**config.mk**
```make
export PLATFORM = sky130hd
export DESIGN_NAME = vcs_mul
export DESIGN_NICKNAME = d
export VERILOG_FILES = /design/src/sv/vcs_pkg.sv /design/src/sv/vcs_mul.sv
export SDC_FILE = /design/constraint.sdc
export NUM_CORES = 1
export LEC_CHECK = 0
export ABC_AREA = 1
export BUFFER_PORTS_ARGS = -buffer_cell sky130_fd_sc_hd__buf_2
export CAP_MARGIN = 20
export CORE_MARGIN = 2
export CORE_UTILIZATION = 25
export CTS_CLUSTER_DIAMETER = 100
export DETAILED_ROUTE_END_ITERATION = 8
export GPL_ROUTABILITY_DRIVEN = 0
export HOLD_SLACK_MARGIN = 0.1
export PLACE_DENSITY = 0.42
export REMOVE_ABC_BUFFERS = 1
export SYNTH_ARGS = -nofsm -noshare
export SYNTH_HDL_FRONTEND = slang
export SYNTH_SLANG_ARGS = --single-unit
```
**constraint.sdc**
```tcl
create_clock -name clk -period 9 [get_ports clk]
set_input_delay 1.35 -clock clk [delete_from_list [all_inputs] [get_ports clk]]
set_output_delay 1.35 -clock clk [all_outputs]
set_load 0.005 [all_outputs]
```
**src/sv/vcs_pkg.sv**
```systemverilog
// shared types and constants for the visual centering servo
package vcs_pkg;

    localparam int CfgIdxW  = 3;
    localparam int CfgDataW = 32;
    localparam int OpW      = 18;
    localparam int ProdW    = 2 * OpW;
    localparam int FiltW    = 18;
    localparam int CmdW     = 16;

    localparam logic [CfgIdxW-1:0] REG_GAIN_SURGE   = 3'd0;
    localparam logic [CfgIdxW-1:0] REG_GAIN_SWAY    = 3'd1;
    localparam logic [CfgIdxW-1:0] REG_SURGE_LIMIT  = 3'd2;
    localparam logic [CfgIdxW-1:0] REG_SWAY_LIMIT   = 3'd3;
    localparam logic [CfgIdxW-1:0] REG_SEARCH_SURGE = 3'd4;
    localparam logic [CfgIdxW-1:0] REG_LOCK_RADIUS  = 3'd5;
    localparam logic [CfgIdxW-1:0] REG_TIMEOUT_MS   = 3'd6;
    localparam logic [CfgIdxW-1:0] REG_FILTER_ALPHA = 3'd7;

    localparam logic [15:0] AIM_COL       = 16'd5120;
    localparam logic [15:0] AIM_ROW       = 16'd3840;
    localparam logic [7:0]  STABLE_FRAMES = 8'd10;
    localparam logic [16:0] ALPHA_ONE     = 17'h10000;

    typedef struct packed {
        logic [15:0]        gain_surge;
        logic [15:0]        gain_sway;
        logic [14:0]        surge_limit;
        logic [14:0]        sway_limit;
        logic signed [15:0] search_surge;
        logic [16:0]        lock_radius;
        logic [31:0]        timeout_ms;
        logic [16:0]        filter_alpha;
    } cfg_t;

    typedef enum logic [1:0] {
        ST_RUN      = 2'd0,
        ST_CENTRED  = 2'd1,
        ST_TIMEOUT  = 2'd2,
        ST_HALTED   = 2'd3
    } status_t;

    typedef enum logic {
        CMD_FRAME = 1'b0,
        CMD_HALT  = 1'b1
    } cmd_t;

endpackage

```
**src/sv/vcs_mul.sv**
```systemverilog
// shared signed multiplier with registered product
module vcs_mul (
    input  logic                                clk,
    input  logic                                en,
    input  logic signed [vcs_pkg::OpW-1:0]      op_a,
    input  logic signed [vcs_pkg::OpW-1:0]      op_b,
    output logic signed [vcs_pkg::ProdW-1:0]    prod
);
    import vcs_pkg::*;

    logic signed [ProdW-1:0] prod_reg;

    always_ff @(posedge clk)
    begin
        if (en)
        begin
            prod_reg <= op_a * op_b;
        end
    end

    assign prod = prod_reg;

endmodule

```
* Yosys cells after proc, flatten, opt, wreduce, memory -nomap -nowiden
Cells that the tools add are included.
** Storage, ports and cells
- Word-level logic and storage cells :: 2
- Register bits after elaboration :: 36
- Input bits :: 38
** Cells by class
- Multipliers :: 1
** Operators with widths (count)
- 18-bit by 18-bit multiplier with 36-bit output :: 1

* Depth between registers and ports, before layout
- Word-level depth :: 1
- Depth in mapped cells :: 29

* Least setup slack after synthesis
No wires, ideal clock.
- Kind :: input-to-reg
- Start point :: input port op_b[4] (netlist bit)
- End point :: register prod_reg[33], in the netlist prod[33], data pin
- Path buffers :: 2
- Path slack :: 2.267 ns
- Cell stages on the path :: 21
- Arrival :: 6.481 ns
- Library setup time :: 0.252 ns
- Cell sequence :: clkbuf_1 clkbuf_1 nand2_1 fa_1 inv_1 fa_1 fa_1 fa_1 fa_1 inv_1 fa_1 inv_1 ha_1 nand2_1 inv_1 nand2_1 nor3_1 and2_1 nand2_1 nand3_1 nand2_1
** On the way
- Word-level cells in the longest chain between the ends :: 1
** RTL lines
- start, declared :: line vcs_mul.sv:6 : input logic signed [vcs_pkg::OpW-1:0] op_b,
- 18-bit by 18-bit multiplier with 36-bit output :: line vcs_mul.sv:17 : prod_reg <= op_a * op_b;
- end signal, assigned :: line vcs_mul.sv:17
- end, declared :: line vcs_mul.sv:11 : logic signed [ProdW-1:0] prod_reg;
No other way between the ends.
A chain may end at the register's enable or synchronous reset.

* Worst setup path after layout
- Start point :: input port op_b[0] (netlist bit)
- End point :: register prod_reg[26], in the netlist prod[26], data pin
Same word-level chain as after synthesis.

==> flow_summary.yaml <==
run_status:
  status: "completed"
global_routing:
  grt_antenna_before_repair: 0
  grt_pass1_wl_mm: 66.54
  grt_overflow: 0
  grt_use_total_pct: 14.30
  grt_max_degree: 37
  grt_pass1_vias: 12280
clock_network:
  cts_tree: "built"
  htreeDepth: 2
  clock-sinks: 36
  ctsLongestPathBuffers: 2
  postCtsHoldBufs: 0
  cts_setup_buffers: 0
  clock-root-buffer: "clkbuf_16"
  clk_pin_slew_ns: 0.06
  ctsResizeCount: 0
  cts_buffers: 5
finish:
  synthToLayoutAreaGrowth_pct: 8.478
  drive_above_1_share_pct: 5.501
  layout_commonest_cell: "inv_1"
  largest_reg_flops: 36
  nets: 2295
  mostFrequentLayoutCells: "inv_1 (605), nand2_1 (503), fa_1 (329)"
  antennaDiodeCount: 0
routing:
  dr_wl_met2_mm: 20.49
  vias: 10680
  first_pass_iters: 5
  wl_met1_mm: 17.49
  ant_nets: 0
  drc: 0
  wl_mm: 39.24
  wl_per_cell_microns: 15.14
  top_layer: "met4"
  dr.first_iter.drc_count: 470
  wl_met3_microns: 852
  viasPerCell: 4.120
placement:
  portBuffers: 73
  dp_hpwl_mm: 33.31
die:
  num_io_pins: 74
  core_area_sq_um: 56390
  initial_utilization_pct: 25.29
  dieArea_sq_um: 58960
  chipHeight_microns: 242.8
  rows: 87
  dieWidth_microns: 242.8
worst_setup_path:
  cp_cell_sequence: "buf_2 -> nand2_1 -> inv_1 -> fa_1 -> inv_1 -> fa_1 -> inv_1 -> ha_1 -> inv_1 -> fa_1 -> inv_1 -> fa_1 -> inv_1 -> fa_1 -> inv_1 -> ha_1 -> nand2_1 -> nor2_2 -> inv_2 -> nor2_2 -> nand3_1 -> nand3_1 -> xor2_1"
  endpoint_kind: "flip-flop"
  worst-path-max-fanout: 18
  cp-endpoint: "prod[26]$_DFFE_PP_"
  crit_top_cell: "inv_1"
  worstPathArrival_ns: 7.09
  critPathSlowestCell: "fa_1"
  cp_num_buf_inv: 9
  required_ns: 9.12
  cp.depth: 23
  crit_family: "adder cells"
  crit_type: "input port to flip-flop"
  startpoint: "op_b[0]"
  cp-start-kind: "input port"
  slowest_delay_ns: 0.55
min_path:
  worstHoldStart: "op_a[0]"
  holdCritPathClass: "input port to flip-flop"
sta:
  max_freq_mhz: 143.5
  hold_ws_ns: 1.586
  slew_headroom_pct: 37.55
  min_period_ns: 6.968
  timing.final.crit_share_pct: 77.42
  rsz0062_at_grt: "false"
  setup_violations: 0
  tns_ns: 0
  tightest_slew_ns: 0.9367
  hold_viol: 0
  slew_viol_final: 0
logic_synthesis:
  syn_avg_cell_area_sq_um: 7.808
  async_reset_ff_share_pct: 0
  synth_edf_count: 36
  ys_types: 26
  syn_inst: 1826
  synth_seq_cells: 36
  ys_warn_count: 0
  ys_seq_area_share_pct: 7.582
  yosys_most_used_dff: "edfxtp_1"
  post_synth_instance_area_sq_um: 14260
job:
  cap_violations: 0
## synthesized netlist by cell type (2+ instances only)
master	count	area share (%)
buf_1	3	0.079
nand2_1	503	13
o21bai_1	6	0.32
edfxtp_1	36	7.6
nand4_1	8	0.35
xor2_1	14	0.86
ha_1	93	8.2
xnor2_1	3	0.18
o21ai_0	5	0.18
nor2_1	59	1.6
nand3b_1	2	0.11
clkbuf_1	68	1.8
inv_1	605	16
or2_2	3	0.13
and2_1	5	0.22
fa_1	329	46
nand3_1	33	1.2
nand2_2	6	0.26
a21oi_1	26	0.91
inv_2	3	0.079
nor2_2	7	0.31
nor3_1	5	0.18
## worst min path at each step
stage                     slack (ns)  cells past startpoint                end
after floorplan                 1.46                      0  prod[0]$_DFFE_PP_
after global placement          1.75                      1            prod[1]
after detailed placement        1.74                      1            prod[4]
after CTS                       1.59                      3  prod[0]$_DFFE_PP_
after global routing            1.61                      3  prod[0]$_DFFE_PP_
final                           1.59                      3  prod[0]$_DFFE_PP_
## layout make-up
type / instances / area, sq um
Sequential cell: 36 / 1081
Clock inverter: 2 / 35.03
Inverter: 608 / 2282
Clock buffer: 6 / 128.9
Multi-Input combinational cell: 1111 / 10630
Fill cell: 6290 / 40920
Tap cell: 756 / 945.9
Timing Repair Buffer: 73 / 365.4
## cells by family after synthesis
| family | share of synthesized area (%) |
|---|---|
| buffers and inverters | 17.88 |
| and+or+nand+nor | 17.68 |
| adders and majority gates | 54.36 |
| AOI/OAI and AO/OA | 1.457 |
| DFF | 7.582 |
| xor gates and xnor gates | 1.044 |
## layer usage
layer / up-vias / track usage [%]
met5: - / 0
met4: 0 / 1.822
met3: 23 / 0.7740
met2: 164 / 27.19
met1: 5436 / 18.17
li1: 5055 / -
## per-stage QoR
stage / cell area (sq um) / utilization (%) / setup slack, ns / std cells
final: 15470 / 27.43 / 2.032 / 2592
after global routing: 15470 / 27.43 / 1.616 / 2592
after CTS: 15470 / 27.43 / 2.017 / 2592
after detailed placement: 15300 / 27.14 / 1.725 / 2584
after global placement: 15300 / 27.14 / 1.738 / 2584
after floorplan: 13990 / - / 2.801 / 1755
Power is not shown: default switching activity piles up to over one toggle a cycle in this logic, so the estimate is an artifact.
