## src/sv/vcs_pkg.sv

```systemverilog
// shared types and constants for the visual centering servo
package vcs_pkg;

    localparam int CfgIdxW  = 3;
    localparam int CfgDataW = 32;
    localparam int OpW      = 18;
    localparam int ProdW    = 2 * OpW;
    localparam int FiltW    = 18;
    localparam int CmdW     = 16;

    localparam logic [CfgIdxW-1:0] REG_GAIN_SURGE   = 3'd0;
    localparam logic [CfgIdxW-1:0] REG_GAIN_SWAY    = 3'd1;
    localparam logic [CfgIdxW-1:0] REG_SURGE_LIMIT  = 3'd2;
    localparam logic [CfgIdxW-1:0] REG_SWAY_LIMIT   = 3'd3;
    localparam logic [CfgIdxW-1:0] REG_SEARCH_SURGE = 3'd4;
    localparam logic [CfgIdxW-1:0] REG_LOCK_RADIUS  = 3'd5;
    localparam logic [CfgIdxW-1:0] REG_TIMEOUT_MS   = 3'd6;
    localparam logic [CfgIdxW-1:0] REG_FILTER_ALPHA = 3'd7;

    localparam logic [15:0] AIM_COL       = 16'd5120;
    localparam logic [15:0] AIM_ROW       = 16'd3840;
    localparam logic [7:0]  STABLE_FRAMES = 8'd10;
    localparam logic [16:0] ALPHA_ONE     = 17'h10000;

    typedef struct packed {
        logic [15:0]        gain_surge;
        logic [15:0]        gain_sway;
        logic [14:0]        surge_limit;
        logic [14:0]        sway_limit;
        logic signed [15:0] search_surge;
        logic [16:0]        lock_radius;
        logic [31:0]        timeout_ms;
        logic [16:0]        filter_alpha;
    } cfg_t;

    typedef enum logic [1:0] {
        ST_RUN      = 2'd0,
        ST_CENTRED  = 2'd1,
        ST_TIMEOUT  = 2'd2,
        ST_HALTED   = 2'd3
    } status_t;

    typedef enum logic {
        CMD_FRAME = 1'b0,
        CMD_HALT  = 1'b1
    } cmd_t;

endpackage

```

## src/sv/vcs_cfg.sv

```systemverilog
// configuration register file of the visual centering servo
module vcs_cfg (
    input  logic                          clk,
    input  logic                          rst_n,
    input  logic                          cfg_we,
    input  logic [vcs_pkg::CfgIdxW-1:0]   cfg_index,
    input  logic [vcs_pkg::CfgDataW-1:0]  cfg_data,
    output vcs_pkg::cfg_t                 cfg
);
    import vcs_pkg::*;

    cfg_t cfg_reg;

    always_ff @(posedge clk or negedge rst_n)
    begin
        if (!rst_n)
        begin
            cfg_reg.gain_surge   <= 16'd256;
            cfg_reg.gain_sway    <= 16'd256;
            cfg_reg.surge_limit  <= 15'd16384;
            cfg_reg.sway_limit   <= 15'd16384;
            cfg_reg.search_surge <= 16'sd4096;
            cfg_reg.lock_radius  <= 17'd320;
            cfg_reg.timeout_ms   <= 32'd30000;
            cfg_reg.filter_alpha <= 17'd19661;
        end
        else if (cfg_we)
        begin
            case (cfg_index)
                REG_GAIN_SURGE:   cfg_reg.gain_surge   <= cfg_data[15:0];
                REG_GAIN_SWAY:    cfg_reg.gain_sway    <= cfg_data[15:0];
                REG_SURGE_LIMIT:  cfg_reg.surge_limit  <= cfg_data[14:0];
                REG_SWAY_LIMIT:   cfg_reg.sway_limit   <= cfg_data[14:0];
                REG_SEARCH_SURGE: cfg_reg.search_surge <= $signed(cfg_data[15:0]);
                REG_LOCK_RADIUS:  cfg_reg.lock_radius  <= cfg_data[16:0];
                REG_TIMEOUT_MS:   cfg_reg.timeout_ms   <= cfg_data[31:0];
                REG_FILTER_ALPHA: cfg_reg.filter_alpha <= cfg_data[16:0];
                default:          cfg_reg <= cfg_reg;
            endcase
        end
    end

    assign cfg = cfg_reg;

endmodule

```

## config.mk

```make
export PLATFORM = sky130hd
export DESIGN_NAME = vcs_cfg
export DESIGN_NICKNAME = d
export VERILOG_FILES = /design/src/sv/vcs_pkg.sv /design/src/sv/vcs_cfg.sv
export SDC_FILE = /design/constraint.sdc
export NUM_CORES = 1
export LEC_CHECK = 0
export ABC_AREA = 1
export ABC_CLOCK_PERIOD_IN_PS = 800
export BUFFER_PORTS_ARGS = -buffer_cell sky130_fd_sc_hd__clkbuf_2
export CAP_MARGIN = 20
export CELL_PAD_IN_SITES_DETAIL_PLACEMENT = 2
export CELL_PAD_IN_SITES_GLOBAL_PLACEMENT = 2
export CORE_MARGIN = 2
export CORE_UTILIZATION = 29
export CTS_CLUSTER_SIZE = 12
export DETAILED_ROUTE_END_ITERATION = 8
export HOLD_SLACK_MARGIN = 0.02
export PLACE_DENSITY = 0.76
export RECOVER_POWER = 50
export SLEW_MARGIN = 20
export SYNTH_ARGS = -nofsm -noshare
export SYNTH_HDL_FRONTEND = slang
export SYNTH_SLANG_ARGS = --single-unit
```

## constraint.sdc

```tcl
create_clock -name clk -period 0.8 [get_ports clk]
set_clock_uncertainty 0.05 [all_clocks]
set_input_delay 0.16 -clock clk [delete_from_list [all_inputs] [get_ports clk]]
set_output_delay 0.16 -clock clk [all_outputs]
set_load 0.02 [all_outputs]
```

* Word-level counts from Yosys, hierarchy flattened
Cells that the tools add are included.
** Storage, ports and cells
- RAM bits :: 0
- Memories :: 0
- ROM bits :: 0
- Logic and storage cells :: 24
- Output and inout bits :: 144
- Input bits :: 38
- Latch bits :: 0
- Bits in registers :: 144
** Operators by class
- Equality and inequality tests :: 7
- Mux-type cells :: 0
- Add/subtract/negate cells :: 0
- Bitwise gates (word level) :: 0
- Magnitude comparators :: 0
- Shifts and indexed selects :: 0
- Divide/modulo/power cells :: 0
- Reduce and logical (&&, ||, !) cells :: 9
- $mul :: 0
** Operators by type and width (count)
- 2-bit AND reduction :: 8
- 3-bit equality test (second input constant) :: 4
- 3-bit by 2-bit equality test with 1-bit output (second input constant) :: 2
- 3-bit by 1-bit equality test with 1-bit output (second input constant) :: 1
- 3-bit logical NOT :: 1

* Longest topological paths before layout
- Word-level depth :: 2
- Depth in mapped cells :: 7
- Depth with buffers taken out :: 5

* Worst setup path before layout
No wires, ideal clock.
- Kind :: input port to flip-flop
- Start point :: in cfg_index[0] (netlist name)
- End point :: reg cfg_reg (netlist bit cfg[134])
- Setup time :: 117 ps
- Arrival time :: 935 ps
- Setup slack :: -303 ps
- Data required time :: 633 ps
- Stages on the path :: 5
- Cells stage by stage :: nor2_1 -> nand2_1 -> clkbuf_1 -> nand2_1 -> nand2_1
** Between the ends
- Word-level cells in the longest chain between the ends :: 2
** Ends and longest elaborated chain
- start, declared :: line vcs_cfg.sv:6 : input logic [vcs_pkg::CfgIdxW-1:0] cfg_index,
- 3-bit logical NOT :: line vcs_cfg.sv:29 : case (cfg_index)
- 2-bit AND reduction (no source line)
- end signal, assigned :: line vcs_cfg.sv:38 : default: cfg_reg <= cfg_reg;
- end, declared :: line vcs_cfg.sv:12 : cfg_t cfg_reg;
Every way passes these cells.
A chain may end at the register's enable or synchronous reset.

* Worst setup path after layout
- Start point :: reg cfg_reg (netlist bit cfg[31])
- End point :: out cfg[31] (netlist name)
** RTL lines
- end, declared :: line vcs_cfg.sv:8 : output vcs_pkg::cfg_t cfg
No word-level cell between the ends.

==> results.sh <==
export IMPL_die_width_um=144
export IMPL_hold_depth=3
export IMPL_pwr_density_cell_mw_per_mm2=2710
export IMPL_ys_ff_latch=144
export IMPL_status="finished with violations"
export IMPL_htreeDepth=4
export IMPL_crit_chain="buf_8"
export IMPL_min_delay_start="cfg_data[11]"
export IMPL_crit_required_ps=590
export IMPL_wl_per_cell_um=28.1
export IMPL_vdd_drop_max_mv=1.65
export IMPL_dr_first_iter_drc_count=329
export IMPL_crit_arrival_ps=1150
export IMPL_hold_class="input pin to register"
export IMPL_whs_endpoint="cfg[11]"
export IMPL_area_delta_synth_final_pct=92.8
export IMPL_overflow=0
export IMPL_fmax_mhz=737
export IMPL_critPathMaxFanout=2
export IMPL_setup_tns_ps=-78190
export IMPL_path_clk_slew_ps=60
export IMPL_numCtsBuffers=17
export IMPL_ys_types=13
export IMPL_utilization=0.565
export IMPL_initial_core_util=0.293
export IMPL_reg2reg_from="cfg[102]"
export IMPL_seq_area_frac_synth=0.643
export IMPL_fp_dieH_um=144
export IMPL_path_delay_family="flip-flops"
export IMPL_final_area_mm2=0.0109
export IMPL_hpwl_mm=15.4
export IMPL_firstDrtPassIters=5
export IMPL_avgSynthCellArea_um2=8.74
export IMPL_critPathCaptureType="output pin"
export IMPL_n_antenna_cell=0
export IMPL_vias_per_cell=5.03
export IMPL_slowest_delay_ps=580
export IMPL_root_buffer="clkbuf_16"
export IMPL_hold_slack_ps=52.6
export IMPL_placed_area_mm2=0.00741
export IMPL_slew_headroom=0.634
export IMPL_regToRegSetupSlack_ps=-240
export IMPL_cp_slowest_cell="dfstp_2"
export IMPL_hold_viol_final=0
export IMPL_largest_reg_flops=144
export IMPL_worstRegToRegCells=4
export IMPL_insertion_delay_ps=430
export IMPL_worst_slew_pin_slew_ps=550
export IMPL_ys_warn_count=0
export IMPL_die_area_mm2=0.0206
export IMPL_io_buffer_count=181
export IMPL_failed_checks="negative setup slack"
export IMPL_place_congestion=0.781
export IMPL_rsz0062_at_grt="yes"
export IMPL_fin_ws_ps=-556
export IMPL_final_max_slew_violation_count=0
export IMPL_antenna_found_initial=0
export IMPL_ios=182
export IMPL_rows=51
export IMPL_grt_pass1_wl_mm=37.5
export IMPL_cts_tree="done"
export IMPL_ant_nets=0
export IMPL_final_layout_size_suffix_gt1_frac=0.529
export IMPL_min_period_over_period=1.69
export IMPL_syn_area_mm2=0.00565
export IMPL_cts_buffer_depth=2
export IMPL_synthCells=646
export IMPL_fillers=1911
export IMPL_critPathKind="register to output pin"
export IMPL_fin_nets=999
export IMPL_reg2reg_to="cfg[102]"
export IMPL_synth_net_count=684
export IMPL_leakagePower_nw=5.44
export IMPL_fin_crit_ps=1360
export IMPL_core_area_mm2=0.0193
export IMPL_vias=6221
export IMPL_cts_sinks=144
export IMPL_setup_viol=399
export IMPL_grt_max_degree=32
export IMPL_gr_usage_all_layers=0.246
export IMPL_wl_mm=34.8
export IMPL_crit_path_start_kind="register"
export IMPL_grt_pass1_vias=6377
export IMPL_finalPower_mw=29.5
export IMPL_setup_worst_path_start="cfg[31]"
export IMPL_drv_cap=0
export IMPL_remaining_drc_errors=0
export IMPL_path_buf_inv=1
==> area by class of cell <==
type	count	area, um^2	share of cell area
Clock inverter	13	140	0.0129
Multi-Input combinational cell	456	2450	0.225
Inverter	6	57.6	0.00529
Timing Repair Buffer	336	3850	0.354
Sequential cell	144	3630	0.334
Tap cell	265	332	0.0304
Clock buffer	18	429	0.0394
==> layer usage <==
metal  up-vias  routed length [um]  GRT usage
li1       2622                   -          -
met1      3245               12900      0.298
met2       263               18800      0.440
met3        91                1740     0.0457
met4         0                1400     0.0795
met5         -                   0          0
==> power by group <==
part | switching (mW) | total [mW] | internal, mW
Clock | 3.70 | 8.29 | 4.59
Combinational | 5.30 | 10.8 | 5.51
Sequential | 1.56 | 10.4 | 8.82
Total | 10.6 | 29.5 | 18.9
==> layout by cell type, fill, tap and decap left out, types with 2 or more instances in the layout <==
| cell | instances |
|---|---|
| nand2_1 | 264 |
| buf_6 | 141 |
| dfrtp_1 | 120 |
| nand2_2 | 86 |
| nand3_1 | 55 |
| clkbuf_8 | 44 |
| buf_4 | 44 |
| clkbuf_2 | 33 |
| buf_8 | 29 |
| nand2_4 | 26 |
| dfstp_2 | 22 |
| buf_12 | 22 |
| clkbuf_16 | 21 |
| dlygate4sd3_1 | 17 |
| nand2_8 | 9 |
| nor2_4 | 8 |
| nand3_2 | 8 |
| clkinvlp_4 | 4 |
| clkinv_2 | 3 |
| inv_12 | 2 |
| dfrtp_2 | 2 |
| bufinv_16 | 2 |
| clkinv_4 | 2 |
| inv_6 | 2 |
| clkbuf_4 | 2 |
==> tightest hold or removal path, stage by stage <==
cell	delay [ps]
clkbuf_2	200
nand2_1	120
nand2_1	50
==> cells by family (layout without fill, tap and decap cells) <==
| group | count (synthesis) | after routing | share of synthesized area |
|---|---|---|---|
| and+or+nand+nor | 453 | 456 | 0.318 |
| DFF | 144 | 144 | 0.643 |
| buffers and inverters | 49 | 373 | 0.0390 |
==> worst max-delay path by stage <==
stage | to | slack (ps) | depth (start not counted)
after floorplan | cfg[86] | -100 | 6
after global placement | cfg[29] | -460 | 7
after detailed placement | cfg[84] | -560 | 6
after CTS | cfg[25] | -540 | 1
after global routing | cfg[31] | -570 | 1
final | cfg[31] | -560 | 1
==> Yosys cell counts <==
| master | instances | area [um^2] |
|---|---|---|
| buf_2 | 13 | 65.1 |
| inv_2 | 1 | 3.75 |
| nor2_1 | 3 | 11.3 |
| nor2_2 | 5 | 31.3 |
| clkbuf_2 | 13 | 65.1 |
| nand2_2 | 2 | 12.5 |
| dfstp_2 | 22 | 578 |
| buf_4 | 1 | 7.51 |
| inv_1 | 5 | 18.8 |
| nand3_1 | 63 | 315 |
| clkbuf_1 | 16 | 60.1 |
| nand2_1 | 380 | 1430 |
| dfrtp_1 | 122 | 3050 |
==> stage by stage <==
step / cells / worst slack, ps
final: 1238 / -556
after CTS: 1174 / -539
after global placement: 1085 / -461
after floorplan: 646 / -104
after global routing: 1238 / -567
after detailed placement: 1085 / -555
==> what timing repair did <==
item	4_1_cts	5_1_grt
buffers inserted	41	67
setup endpoints to repair	215	219
pin swaps	12	44
gates resized for setup	190	422
hold buffers	17	0
cloned	0	7
hold endpoints to repair	146	0
Power figures use the tool's default switching activity.
